File: config.mk
export PLATFORM = sky130hd
export DESIGN_NAME = signed_radix_digit_emitter_unit_flat
export DESIGN_NICKNAME = d
export VERILOG_FILES = /design/src/rtl/core/srde_pkg.sv /design/src/rtl/core/srde_if.sv /design/src/rtl/core/srde_ram.sv /design/src/rtl/core/srde_div.sv /design/src/rtl/core/srde_alpha_chk.sv /design/src/rtl/core/signed_radix_digit_emitter_unit.sv /design/src/flat_wrapper.sv
export SDC_FILE = /design/constraint.sdc
export NUM_CORES = 2
export LEC_CHECK = 0
export BUFFER_PORTS_ARGS = -buffer_cell sky130_fd_sc_hd__buf_2
export CELL_PAD_IN_SITES_DETAIL_PLACEMENT = 0
export CELL_PAD_IN_SITES_GLOBAL_PLACEMENT = 1
export CORE_MARGIN = 5
export CORE_UTILIZATION = 45
export CTS_CLUSTER_DIAMETER = 80
export DETAILED_ROUTE_END_ITERATION = 10
export PLACE_DENSITY = 0.78
export SETUP_SLACK_MARGIN = 0.05
export SYNTH_ARGS = -nofsm -noshare
export SYNTH_HDL_FRONTEND = slang
export SYNTH_HIERARCHICAL = 1
export SYNTH_SLANG_ARGS = --single-unit
File: constraint.sdc
create_clock -name clock -period 24.2 [get_ports clock]
set_clock_uncertainty 0.15 [all_clocks]
set_input_delay 2.42 -clock clock [delete_from_list [all_inputs] [get_ports clock]]
set_output_delay 2.42 -clock clock [all_outputs]
set_load 0.05 [all_outputs]
File: src/rtl/core/srde_pkg.sv
package srde_pkg;

   localparam int MAX_BASE_DEF   = 16;
   localparam int VALUE_BITS_DEF = 32;

   localparam int CHAR_W      = 8;
   localparam int BASE_W      = 5;
   localparam int CSR_DATA_W  = 64;
   localparam int CSR_IDX_W   = 2;
   localparam int ALPHA_CHARS = 16;
   localparam int ALPHA_IDX_W = 4;

   // quotient bits retired per divider cycle
   localparam int DIV_STEP_BITS = 8;

   localparam logic [CSR_IDX_W-1:0] CSR_BASE_SIZE = 2'd0;
   localparam logic [CSR_IDX_W-1:0] CSR_ALPHA_LO  = 2'd1;
   localparam logic [CSR_IDX_W-1:0] CSR_ALPHA_HI  = 2'd2;

   localparam logic [BASE_W-1:0]     BASE_SIZE_RST = 5'd10;
   localparam logic [CSR_DATA_W-1:0] ALPHA_LO_RST  = 64'h3736353433323130;
   localparam logic [CSR_DATA_W-1:0] ALPHA_HI_RST  = 64'h6665646362613938;

   localparam logic [CHAR_W-1:0] CH_NUL   = 8'h00;
   localparam logic [CHAR_W-1:0] CH_PLUS  = 8'h2B;
   localparam logic [CHAR_W-1:0] CH_MINUS = 8'h2D;

   function automatic logic [CHAR_W-1:0] alpha_char(
      input logic [CSR_DATA_W-1:0]  lo,
      input logic [CSR_DATA_W-1:0]  hi,
      input logic [ALPHA_IDX_W-1:0] idx
   );
      logic [2*CSR_DATA_W-1:0] packed_chars;
      packed_chars = {hi, lo};
      return packed_chars[idx*CHAR_W +: CHAR_W];
   endfunction

endpackage

File: src/rtl/core/srde_if.sv
interface srde_req_if
   import srde_pkg::*;
#(
   parameter int VB = VALUE_BITS_DEF
)();
   logic                 valid;
   logic                 ready;
   logic signed [VB-1:0] value;

   modport source (output valid, output value, input ready);
   modport sink   (input valid, input value, output ready);
endinterface

interface srde_rsp_if
   import srde_pkg::*;
();
   logic              valid;
   logic              ready;
   logic [CHAR_W-1:0] char_out;
   logic              last;

   modport source (output valid, output char_out, output last, input ready);
   modport sink   (input valid, input char_out, input last, output ready);
endinterface

interface srde_csr_if
   import srde_pkg::*;
();
   logic                  valid;
   logic                  ready;
   logic [CSR_IDX_W-1:0]  index;
   logic [CSR_DATA_W-1:0] data;

   modport source (output valid, output index, output data, input ready);
   modport sink   (input valid, input index, input data, output ready);
endinterface

File: src/rtl/core/srde_ram.sv
module srde_ram #(
   parameter int WIDTH = 4,
   parameter int DEPTH = 32
)(
   input  logic                     clock,
   input  logic                     we,
   input  logic [$clog2(DEPTH)-1:0] waddr,
   input  logic [WIDTH-1:0]         wdata,
   input  logic [$clog2(DEPTH)-1:0] raddr,
   output logic [WIDTH-1:0]         rdata
);
   logic [WIDTH-1:0] mem [DEPTH];
   logic [WIDTH-1:0] rdata_ff;

   always_ff @(posedge clock) begin
      if (we) begin
         mem[waddr] <= wdata;
      end
      rdata_ff <= mem[raddr];
   end

   assign rdata = rdata_ff;
endmodule

File: src/rtl/core/srde_div.sv
module srde_div
   import srde_pkg::*;
#(
   parameter int QW = 32,
   parameter int DW = 4
)(
   input  logic              clock,
   input  logic              reset,
   input  logic              start,
   input  logic [QW-1:0]     dividend,
   input  logic [BASE_W-1:0] divisor,
   output logic              done,
   output logic [QW-1:0]     quotient,
   output logic [DW-1:0]     remainder
);
   localparam int CYC   = QW / DIV_STEP_BITS;
   localparam int CNT_W = (CYC > 1) ? $clog2(CYC) : 1;

   logic             busy_ff, busy_in;
   logic             done_ff, done_in;
   logic [CNT_W-1:0] cnt_ff, cnt_in;
   logic [QW-1:0]    quo_ff, quo_in;
   logic [DW-1:0]    rem_ff, rem_in;

   logic [DW:0]      dv;
   logic [DW:0]      step_t;
   logic [QW-1:0]    step_q;
   logic [DW-1:0]    step_r;

   // divisor is a checked radix, so it fits DW+1 bits
   assign dv = (DW+1)'(divisor);

   // restoring division, DIV_STEP_BITS shift/compare/subtract steps per cycle
   always_comb begin
      step_q = quo_ff;
      step_r = rem_ff;
      step_t = '0;
      for (int s = 0; s < DIV_STEP_BITS; s++) begin
         step_t = {step_r, step_q[QW-1]};
         step_q = {step_q[QW-2:0], 1'b0};
         if (step_t >= dv) begin
            step_t    = step_t - dv;
            step_q[0] = 1'b1;
         end
         step_r = step_t[DW-1:0];
      end
   end

   always_comb begin
      busy_in = busy_ff;
      done_in = 1'b0;
      cnt_in  = cnt_ff;
      quo_in  = quo_ff;
      rem_in  = rem_ff;
      if (start) begin
         busy_in = 1'b1;
         cnt_in  = '0;
         quo_in  = dividend;
         rem_in  = '0;
      end else if (busy_ff) begin
         quo_in = step_q;
         rem_in = step_r;
         cnt_in = cnt_ff + CNT_W'(1);
         if (cnt_ff == CNT_W'(CYC - 1)) begin
            busy_in = 1'b0;
            done_in = 1'b1;
         end
      end
   end

   always_ff @(posedge clock) begin
      if (reset) begin
         busy_ff <= 1'b0;
         done_ff <= 1'b0;
         cnt_ff  <= '0;
      end else begin
         busy_ff <= busy_in;
         done_ff <= done_in;
         cnt_ff  <= cnt_in;
      end
      quo_ff <= quo_in;
      rem_ff <= rem_in;
   end

   assign done      = done_ff;
   assign quotient  = quo_ff;
   assign remainder = rem_ff;
endmodule

File: src/rtl/core/srde_alpha_chk.sv
module srde_alpha_chk
   import srde_pkg::*;
#(
   parameter int MAX_BASE = MAX_BASE_DEF
)(
   input  logic                  clock,
   input  logic [BASE_W-1:0]     base_size,
   input  logic [CSR_DATA_W-1:0] alpha_lo,
   input  logic [CSR_DATA_W-1:0] alpha_hi,
   output logic                  ok
);
   logic ok_ff, ok_in;
   logic [CHAR_W-1:0] ci;

   // all pairs compared at once; the flag is registered and follows the registers on the next cycle
   always_comb begin
      ok_in = (base_size >= BASE_W'(2)) && (base_size <= BASE_W'(MAX_BASE));
      ci    = '0;
      for (int i = 0; i < MAX_BASE; i++) begin
         ci = alpha_char(alpha_lo, alpha_hi, ALPHA_IDX_W'(i));
         if (BASE_W'(i) < base_size) begin
            if (ci == CH_NUL || ci == CH_PLUS || ci == CH_MINUS) begin
               ok_in = 1'b0;
            end
            for (int j = i + 1; j < MAX_BASE; j++) begin
               if (BASE_W'(j) < base_size &&
                   alpha_char(alpha_lo, alpha_hi, ALPHA_IDX_W'(j)) == ci) begin
                  ok_in = 1'b0;
               end
            end
         end
      end
   end

   always_ff @(posedge clock) begin
      ok_ff <= ok_in;
   end

   assign ok = ok_ff;
endmodule

File: src/rtl/core/signed_radix_digit_emitter_unit.sv
// Sequence: the word is registered and its alphabet checked (a bad one drops it), then
// each digit comes from the shared 8-bit-per-cycle divider (QW = VALUE_BITS rounded
// up to 8), then each character passes the digit RAM read, after a leading '-'.
// One word at a time: a new word is accepted only in the idle state.
// Reset (synchronous): sequencer idle, counts cleared, base 10, "0123456789abcdef".
// Digit RAM contents are not cleared.
module signed_radix_digit_emitter_unit
   import srde_pkg::*;
#(
   parameter int MAX_BASE   = MAX_BASE_DEF,
   parameter int VALUE_BITS = VALUE_BITS_DEF
)(
   input  logic       clock,
   input  logic       reset,
   srde_req_if.sink   req_ch,
   srde_rsp_if.source rsp_ch,
   srde_csr_if.sink   csr_ch
);
   localparam int DW = $clog2(MAX_BASE);
   localparam int QW = ((VALUE_BITS + DIV_STEP_BITS - 1) / DIV_STEP_BITS) * DIV_STEP_BITS;
   localparam int AW = $clog2(VALUE_BITS);
   localparam int CW = $clog2(VALUE_BITS + 1);

   typedef enum logic [5:0] {
      ST_IDLE  = 6'b000001,
      ST_START = 6'b000010,
      ST_DIV   = 6'b000100,
      ST_SIGN  = 6'b001000,
      ST_RD    = 6'b010000,
      ST_OUT   = 6'b100000
   } state_type;

   state_type             state_ff, state_in;
   logic [VALUE_BITS-1:0] val_ff, val_in;
   logic                  neg_ff, neg_in;
   logic [CW-1:0]         cnt_ff, cnt_in;
   logic [QW-1:0]         work_quo_ff, work_quo_in;
   logic                  rsp_valid_ff, rsp_valid_in;
   logic [CHAR_W-1:0]     rsp_char_ff, rsp_char_in;
   logic                  rsp_last_ff, rsp_last_in;

   logic [BASE_W-1:0]     base_ff;
   logic [CSR_DATA_W-1:0] alpha_lo_ff;
   logic [CSR_DATA_W-1:0] alpha_hi_ff;

   logic                  alpha_ok;
   logic                  div_start, div_done;
   logic [QW-1:0]         div_quo;
   logic [DW-1:0]         div_rem;
   logic                  ram_we;
   logic [DW-1:0]         ram_rdata;
   logic [CW-1:0]         cnt_inc, cnt_dec;
   logic [VALUE_BITS-1:0] mag;
   logic                  out_free;

   // ---- configuration registers ----
   assign csr_ch.ready = 1'b1;

   always_ff @(posedge clock) begin
      if (reset) begin
         base_ff     <= BASE_SIZE_RST;
         alpha_lo_ff <= ALPHA_LO_RST;
         alpha_hi_ff <= ALPHA_HI_RST;
      end else if (csr_ch.valid) begin
         unique case (csr_ch.index)
            CSR_BASE_SIZE: base_ff     <= csr_ch.data[BASE_W-1:0];
            CSR_ALPHA_LO:  alpha_lo_ff <= csr_ch.data;
            CSR_ALPHA_HI:  alpha_hi_ff <= csr_ch.data;
            default: ;
         endcase
      end
   end

   srde_alpha_chk #(.MAX_BASE(MAX_BASE)) u_chk (
      .clock     (clock),
      .base_size (base_ff),
      .alpha_lo  (alpha_lo_ff),
      .alpha_hi  (alpha_hi_ff),
      .ok        (alpha_ok)
   );

   srde_div #(.QW(QW), .DW(DW)) u_div (
      .clock     (clock),
      .reset     (reset),
      .start     (div_start),
      .dividend  (work_quo_in),
      .divisor   (base_ff),
      .done      (div_done),
      .quotient  (div_quo),
      .remainder (div_rem)
   );

   srde_ram #(.WIDTH(DW), .DEPTH(VALUE_BITS)) u_ram (
      .clock (clock),
      .we    (ram_we),
      .waddr (cnt_ff[AW-1:0]),
      .wdata (div_rem),
      .raddr (cnt_dec[AW-1:0]),
      .rdata (ram_rdata)
   );

   // ---- sequencer ----
   assign cnt_inc  = cnt_ff + CW'(1);
   assign cnt_dec  = cnt_ff - CW'(1);
   // minimum value negates to itself, which is its unsigned magnitude
   assign mag      = val_ff[VALUE_BITS-1] ? (~val_ff + VALUE_BITS'(1)) : val_ff;
   assign out_free = !rsp_valid_ff || rsp_ch.ready;

   always_comb begin
      state_in     = state_ff;
      val_in       = val_ff;
      neg_in       = neg_ff;
      cnt_in       = cnt_ff;
      work_quo_in  = work_quo_ff;
      div_start    = 1'b0;
      ram_we       = 1'b0;
      rsp_valid_in = rsp_valid_ff && !rsp_ch.ready;
      rsp_char_in  = rsp_char_ff;
      rsp_last_in  = rsp_last_ff;

      unique case (state_ff)
         ST_IDLE: begin
            if (req_ch.valid) begin
               val_in   = req_ch.value;
               state_in = ST_START;
            end
         end
         ST_START: begin
            if (!alpha_ok) begin
               state_in = ST_IDLE;
            end else begin
               neg_in      = val_ff[VALUE_BITS-1];
               work_quo_in = QW'(mag);
               cnt_in      = '0;
               div_start   = 1'b1;
               state_in    = ST_DIV;
            end
         end
         ST_DIV: begin
            if (div_done) begin
               ram_we      = 1'b1;
               cnt_in      = cnt_inc;
               work_quo_in = div_quo;
               if (div_quo != '0 && cnt_inc < CW'(VALUE_BITS)) begin
                  div_start = 1'b1;
               end else begin
                  state_in = neg_ff ? ST_SIGN : ST_RD;
               end
            end
         end
         ST_SIGN: begin
            if (out_free) begin
               rsp_valid_in = 1'b1;
               rsp_char_in  = CH_MINUS;
               rsp_last_in  = 1'b0;
               state_in     = ST_RD;
            end
         end
         ST_RD: begin
            state_in = ST_OUT;
         end
         ST_OUT: begin
            if (out_free) begin
               rsp_valid_in = 1'b1;
               rsp_char_in  = alpha_char(alpha_lo_ff, alpha_hi_ff, ALPHA_IDX_W'(ram_rdata));
               rsp_last_in  = (cnt_ff == CW'(1));
               cnt_in       = cnt_dec;
               state_in     = (cnt_ff == CW'(1)) ? ST_IDLE : ST_RD;
            end
         end
         default: state_in = ST_IDLE;
      endcase
   end

   always_ff @(posedge clock) begin
      if (reset) begin
         state_ff     <= ST_IDLE;
         neg_ff       <= 1'b0;
         cnt_ff       <= '0;
         work_quo_ff  <= '0;
         rsp_valid_ff <= 1'b0;
      end else begin
         state_ff     <= state_in;
         neg_ff       <= neg_in;
         cnt_ff       <= cnt_in;
         work_quo_ff  <= work_quo_in;
         rsp_valid_ff <= rsp_valid_in;
      end
      val_ff      <= val_in;
      rsp_char_ff <= rsp_char_in;
      rsp_last_ff <= rsp_last_in;
   end

   assign req_ch.ready    = (state_ff == ST_IDLE);
   assign rsp_ch.valid    = rsp_valid_ff;
   assign rsp_ch.char_out = rsp_char_ff;
   assign rsp_ch.last     = rsp_last_ff;

   // ---- checks ----
   a_accept_starts: assert property (@(posedge clock) disable iff (reset)
      req_ch.valid && req_ch.ready |=> state_ff == ST_START)
      else $error("accepted word did not start conversion");

   a_done_in_div: assert property (@(posedge clock) disable iff (reset)
      div_done |-> state_ff == ST_DIV)
      else $error("divider finished outside the divide phase");

   a_ram_in_range: assert property (@(posedge clock) disable iff (reset)
      ram_we |-> cnt_ff < CW'(VALUE_BITS))
      else $error("digit write beyond store depth");

   a_cnt_bound: assert property (@(posedge clock) disable iff (reset)
      cnt_ff <= CW'(VALUE_BITS))
      else $error("digit count overflow");

   a_last_ends_run: assert property (@(posedge clock) disable iff (reset)
      state_ff == ST_OUT && out_free && cnt_ff == CW'(1)
      |=> state_ff == ST_IDLE && rsp_valid_ff && rsp_last_ff)
      else $error("final digit not marked last");
endmodule

File: src/flat_wrapper.sv
// flat-port wrapper written by rule: the top's interface ports become plain ports
module signed_radix_digit_emitter_unit_flat import srde_pkg::*;
#(
   parameter int MAX_BASE   = MAX_BASE_DEF,
   parameter int VALUE_BITS = VALUE_BITS_DEF
)
  (clock, reset, req_ch_valid, req_ch_value, req_ch_ready, rsp_ch_valid, rsp_ch_char_out, rsp_ch_last, rsp_ch_ready, csr_ch_valid, csr_ch_index, csr_ch_data, csr_ch_ready);
  srde_req_if req_ch_i ();
  srde_rsp_if rsp_ch_i ();
  srde_csr_if csr_ch_i ();
  input  logic clock;
  input  logic reset;
  input wire logic [$bits(req_ch_i.valid)-1:0] req_ch_valid;
  input wire logic [$bits(req_ch_i.value)-1:0] req_ch_value;
  output wire logic [$bits(req_ch_i.ready)-1:0] req_ch_ready;
  output wire logic [$bits(rsp_ch_i.valid)-1:0] rsp_ch_valid;
  output wire logic [$bits(rsp_ch_i.char_out)-1:0] rsp_ch_char_out;
  output wire logic [$bits(rsp_ch_i.last)-1:0] rsp_ch_last;
  input wire logic [$bits(rsp_ch_i.ready)-1:0] rsp_ch_ready;
  input wire logic [$bits(csr_ch_i.valid)-1:0] csr_ch_valid;
  input wire logic [$bits(csr_ch_i.index)-1:0] csr_ch_index;
  input wire logic [$bits(csr_ch_i.data)-1:0] csr_ch_data;
  output wire logic [$bits(csr_ch_i.ready)-1:0] csr_ch_ready;
  assign req_ch_i.valid = req_ch_valid;
  assign req_ch_i.value = req_ch_value;
  assign req_ch_ready = req_ch_i.ready;
  assign rsp_ch_valid = rsp_ch_i.valid;
  assign rsp_ch_char_out = rsp_ch_i.char_out;
  assign rsp_ch_last = rsp_ch_i.last;
  assign rsp_ch_i.ready = rsp_ch_ready;
  assign csr_ch_i.valid = csr_ch_valid;
  assign csr_ch_i.index = csr_ch_index;
  assign csr_ch_i.data = csr_ch_data;
  assign csr_ch_ready = csr_ch_i.ready;
  signed_radix_digit_emitter_unit #(.MAX_BASE(MAX_BASE), .VALUE_BITS(VALUE_BITS)) u_core (.clock(clock), .reset(reset), .req_ch(req_ch_i), .rsp_ch(rsp_ch_i), .csr_ch(csr_ch_i));
endmodule
======== Word-level counts from Yosys, hierarchy flattened ========
Memories as Yosys holds them, arrays and structs flattened. A register that Yosys moved wholly into a read port is not among the register bits.
Cells that the tools add are included.
word-level totals
  input port bits ......................... 103
  memory bits (writable) .................. 128
  logic and storage cells ................. 625
  register bits after elaboration ......... 261
  output and inout bits ................... 12
  memories ................................ 1
memories
  name              words  bits a word  rd ports  clocked after memory_dff  write ports  line            text
  u_core.u_ram.mem  32     4            1         1                         1            srde_ram.sv:12  logic [WIDTH-1:0] mem [DEPTH];
cells by class
  order comparisons ....................... 27
  bitwise logic cells ..................... 2
  muxes and demuxes ....................... 207
  reductions and logical operators ........ 190
  $add $sub $neg .......................... 12
  shifts and indexed selects .............. 1
  equality and inequality tests ........... 168
operators with widths
  operator                                                                     number
  8-bit == test                                                                120
  8-bit by 6-bit == test with 1-bit output, second input constant              32
  1-bit two-way mux                                                            175
  32-bit two-way mux                                                           5
  8-bit zero test                                                              16
  128-bit by 8-bit variable part select with 8-bit output                      1
  1-bit logical AND                                                            123
  32-bit one-hot mux with 2 select lines                                       1
  6-bit two-way mux                                                            8
  5-bit greater-or-equal comparator                                            8
  4-bit by 5-bit less-than comparator with 1-bit output, first input constant  8
  6-bit one-hot mux with 6 select lines                                        1
  1-bit logical OR                                                             33
  32-bit by 1-bit adder with 32-bit output, second input constant              1
  4-bit two-way mux                                                            8
  32-bit inverter                                                              1
  32-bit nonzero test                                                          1
  4-bit subtractor                                                             8
  3-bit by 5-bit less-than comparator with 1-bit output, first input constant  4
  6-bit one-hot mux with 3 select lines                                        1
  8-bit two-way mux                                                            2
  8-bit one-hot mux with 2 select lines                                        1
  6-bit by 1-bit == test with 1-bit output, second input constant              2
  1-bit by 5-bit less-than comparator with 1-bit output, first input constant  2
  30 further kinds                                                             45

======== Depth between registers and ports, before layout ========
  depth in word-level cells ............... 155
  mapped depth ............................ 50
  gate-level depth less buffers ........... 49

======== By module ========
Netlist, hierarchy kept.
by module, submodules not included
  module                           cells each  area an instance (µm²)  seq. area each (µm²)  instances
  srde_alpha_chk                   1740        12957.4                 20.0                  1
  signed_radix_digit_emitter_unit  1150        10477.5                 4814.6                1
  srde_ram                         231         5138.7                  3923.8                1
  srde_div                         344         3519.6                  1121.1                1

======== Least setup slack after synthesis ========
No wires, ideal clock.
  path type ............................... register -> register
  start point ............................. register u_core.base_ff[1]
  end point ............................... register u_core.u_div.rem_ff[1], in the netlist u_core/u_div/remainder[1]
  stages on the path, launching flop included .. 48
  clock period less this slack ............ 11.149 ns
  required time ........................... 23.959 ns
  path buffers ............................ 1
  setup slack ............................. 13.051 ns
  setup time .............................. 0.091 ns
  arrival ................................. 10.908 ns
  path through ............................ dfxtp_1 -> inv_1 -> ha_1 -> nor2b_1 -> o31a_1 -> o21a_1 -> nor2_4 -> mux2_2 -> ha_1 -> and4_1 -> nor2_1 -> a21boi_0 -> nor2_1 -> mux2_4 -> inv_1 -> ha_1 -> o21ai_0 -> a21o_1 -> (+12 left out) -> ha_1 -> o21a_1 -> o31a_1 -> o22ai_2 -> mux2_4 -> ha_1 -> o21a_1 -> o31ai_1 -> a31oi_1 -> clkbuf_1 -> nand2b_1 -> nand2_1 -> ha_1 -> a21o_1 -> a31oi_1 -> o21ai_1 -> a211o_1 -> a311oi_1
between the ends
  word-level cells in the longest chain between the ends .. 16
  elaborated cells on any way between the ends .. 24
  classes of those cells .................. add/sub: 8; order compare: 8; mux: 8
ends and longest elaborated chain
  element                                                                line                                   text
  start: declaration                                                     signed_radix_digit_emitter_unit.sv:42  logic [BASE_W-1:0] base_ff;
  start signal: assignment                                               signed_radix_digit_emitter_unit.sv:66  CSR_BASE_SIZE: base_ff <= csr_ch.data[BASE_W-1:0];
  4-bit subtractor or 5-bit greater-or-equal comparator (tied branches)  srde_div.sv:42, srde_div.sv:41
  4-bit two-way mux                                                      srde_div.sv:41                         if (step_t >= dv) begin
  4-bit subtractor or 5-bit greater-or-equal comparator (tied branches)  srde_div.sv:42, srde_div.sv:41
  4-bit two-way mux                                                      srde_div.sv:41
  4-bit subtractor or 5-bit greater-or-equal comparator (tied branches)  srde_div.sv:42, srde_div.sv:41
  4-bit two-way mux                                                      srde_div.sv:41
  5-bit greater-or-equal comparator or 4-bit subtractor (tied branches)  srde_div.sv:41, srde_div.sv:42
  4-bit two-way mux                                                      srde_div.sv:41
  4-bit subtractor or 5-bit greater-or-equal comparator (tied branches)  srde_div.sv:42, srde_div.sv:41
  4-bit two-way mux                                                      srde_div.sv:41
  4-bit subtractor or 5-bit greater-or-equal comparator (tied branches)  srde_div.sv:42, srde_div.sv:41
  4-bit two-way mux                                                      srde_div.sv:41
  5-bit greater-or-equal comparator or 4-bit subtractor (tied branches)  srde_div.sv:41, srde_div.sv:42
  4-bit two-way mux                                                      srde_div.sv:41
  4-bit subtractor or 5-bit greater-or-equal comparator (tied branches)  srde_div.sv:42, srde_div.sv:41
  4-bit two-way mux *                                                    srde_div.sv:41
  end signal: assignment                                                 srde_div.sv:82                         rem_ff <= rem_in;
  end: declaration                                                       srde_div.sv:23                         logic [DW-1:0] rem_ff, rem_in;
Every way passes the cells marked *; elsewhere a longest branch is shown, timed or not.
A chain may end at the register's enable or synchronous reset.

======== Final worst setup path ========
  start point ............................. register u_core.base_ff[1]
  end point ............................... register u_core.u_div.rem_ff[3], in the netlist u_core/u_div/remainder[3]
The elaborated chain is that of the path after synthesis.

==> metrics.txt <==
Hold Path Stages 2; Routed WL approximately 120000 um; Vias/cell roughly 6.3; std cell rows 98; initial antenna violation count 2; outcome complete, no violations; EDFF count, synth roughly 200; Starting Density 0.451; Synth cell types between 80 and 90; Finished Cell Area between 0.03 and 0.04 mm2; CTS H-tree depth 2; pre-CTS WS 11170 ps; setup slack after layout approximately 11000 ps; DRC Markers 0; IO Port Bufs 113; ratio of cells with drive above 1 in the final layout 0.145; clk buf depth 3; Post-Syn Nets approximately 3600; vias in the first global route roughly 26000; CTS resizes 0; DRT Pass-1 Iters 6; reg2reg end u_core/u_div/remainder[3]; Worst EP required 24540 ps; Worst setup EP type flip-flop; area grow syn2layout 8.01%; initial DRC count 3500; Num CTS Buffers 45; Clock transition at path regs 60 ps; CTS Hold Buffers Added 0; total power around 0.0068 W; die area 0.0768 mm2; hold_ws 304 ps; most used cell, CP ha_1; R2R setup slack 11070 ps; die height about 280 um; die width between 200 and 300 um; I/O pin total approximately 120; hold worst-path end u_core/alpha_lo_ff[14]; setup violators final 0; TritonCTS sink count roughly 390; largest net degree at the start of global routing 92; kind of critical path reg -> reg; final slew viol count 0; CP max stage delay roughly 700 ps; Pwr Density roughly 200 mW/mm2; clock network latency to the later pin of the worst-skew pair 600 ps; CTS tree yes; FF+latch count, synth between 300 and 400; Core Footprint roughly 0.071 mm2; post-CTS setup buffer count 0; Worst Max-Slew Pin Slew ~1300 ps; Global Route Usage Sum 0.289; CP Launch Type flip-flop; Max VDD drop 0.000912 V; Leakage Power 12.2 nW; Placed Instance Area around 0.033 mm2; Yosys warning count 6; Hold/Removal Path Class reg -> reg; per-cell routed wire length 26.7 um; RR Startpoint u_core/base_ff[1]; CP Max Fanout 14; Fin Setup TNS 0 ps; unrepaired setup endpoints after global routing no; Critical-path top delay cell dfxtp_1; root buffer cell clkbuf_16; GRT Residual Overflow 0; via count approximately 28000; post-route ant nets 0; hpwl dp ~75000 um; cells after synthesis approximately 3500; MaxCap Viol Count 0; first-pass GRT wire length 173000 um; RePlAce Congestion approximately 1.0; Hold Path Origin u_core/alpha_lo_ff[14]; Final Cycle Share 0.543; Net count, final roughly 3600; post-synthesis sequential area ratio 0.308; synthesized area per cell 9.26 um2; Final Hold Fails 0; Peak Freq approximately 76 MHz; Post-synth top flop edfxtp_1; FFs w/ async S/R, synth 0; worst-case reg-to-reg path depth 47; WP data arrival 13470 ps; max-slew headroom at the worst pin 0.159; mapped cell area around 0.032 mm2; Tmin final about 13000 ps
metrics by stage:
step	std cells	util
after floorplan	3465	-
after CTS	4393	0.487
final	4394	0.487
after detailed placement	4313	0.468
after global placement	4313	0.468
after global routing	4393	0.487
worst max path at each step:
stage / from / end / slack (ps) / cells past startpoint
floorplan: u_core/base_ff[1] / u_core/u_div/remainder[1] / 13050 / 47
global placement: u_core/base_ff[1] / u_core/u_div/remainder[3] / 11290 / 45
detailed placement: u_core/base_ff[1] / u_core/u_div/remainder[3] / 11170 / 47
CTS: u_core/base_ff[1] / u_core/u_div/remainder[3] / 11130 / 47
global route: u_core/base_ff[1] / u_core/u_div/remainder[3] / 9960 / 47
finish: u_core/base_ff[1] / u_core/u_div/remainder[3] / 11070 / 47
kinds of logic after synthesis:
logic type               Yosys count  synth area share
AND/OR/NAND/NOR                 1081             0.178
XOR/XNOR                        1005             0.274
buffers and inverters            418            0.0603
flip-flops                       393             0.308
AO/OA/AOI/OAI                    364            0.0768
multiplexers                     150            0.0804
adder cells (fa/ha/maj)           53            0.0225
other                              1          0.000117
routing by layer:
metal	track usage	vias to the layer above	wire length [um]
li1	-	12100	-
met1	0.388	13400	46800
met2	0.438	1756	50400
met3	0.0658	489	12300
met4	0.152	4	7600
met5	0	-	27
report_power, final:
group	internal [W]	switching (W)	total, W
sequential	0.000843	0.0000616	0.000904
combinational	0.00246	0.00282	0.00528
clock	0.000355	0.000284	0.000639
total	0.00366	0.00316	0.00682
synthesized netlist by cell type, drive strengths merged (30+ instances only):
cell	number	share of area
nand4	164	0.032
nor4	129	0.026
xnor2	584	0.16
buf	263	0.042
dfxtp	192	0.12
mux2	48	0.017
nand3	65	0.010
nand3b	68	0.016
nor2	107	0.013
a21oi	126	0.020
clkbuf	107	0.013
inv	48	0.0056
edfxtp	201	0.19
xor2	421	0.11
mux4	80	0.056
nand2	316	0.037
ha	45	0.018
nor3	99	0.015
o21ai	30	0.0048
a31oi	44	0.0094
flip-flops by register name (all words and copies together) (netlist names):
signal / count
u_core/cnt_ff: 6
u_core/u_ram/mem: 128
u_core/val_ff: 32
u_core/u_div/busy_ff: 1
u_core/rsp_ch.valid: 1
u_core/u_chk/ok: 1
u_core/alpha_hi_ff: 64
u_core/state_ff: 6
u_core/u_div/done: 1
u_core/work_quo_ff: 32
u_core/u_div/cnt_ff: 2
u_core/alpha_lo_ff: 64
u_core/base_ff: 5
u_core/u_ram/rdata: 4
u_core/rsp_ch.char_out: 8
u_core/rsp_ch.last: 1
u_core/u_div/quotient: 32
u_core/u_div/remainder: 4
u_core/neg_ff: 1
layout make-up:
type                            instances  area [um2]
Fill cell                            6745       36500
Multi-Input combinational cell       2654       20300
Sequential cell                       393        9880
Timing Repair Buffer                  268        1730
Clock buffer                           61        1220
Tap cell                              950        1190
Inverter                               48         180
Clock inverter                         19         140
Antenna cell                            1        2.50
cells in the final DEF (no fill, tap or decap), types with 22 or more instances in the layout:
cell type,n
a21oi_1,125
a31oi_1,41
buf_2,112
buf_4,156
clkbuf_16,46
dfxtp_1,191
edfxtp_1,201
ha_1,45
inv_1,46
mux2_2,43
mux2i_1,22
mux4_2,80
nand2_1,315
nand3_1,64
nand3b_1,68
nand4_1,164
nor2_1,104
nor2b_1,22
nor3_1,99
nor4_1,127
o21ai_0,26
or4_1,28
xnor2_1,584
xor2_1,420
worst max-delay path, delay by kind of cell (launching register included):
family / cells / cell delay (ps)
mux: 6 / 2200
fa+ha+maj: 8 / 2590
buf+inv: 2 / 620
simple gates: 8 / 1560
compound gates: 23 / 5200
flops: 1 / 700
(Power assumes the default switching activity.)
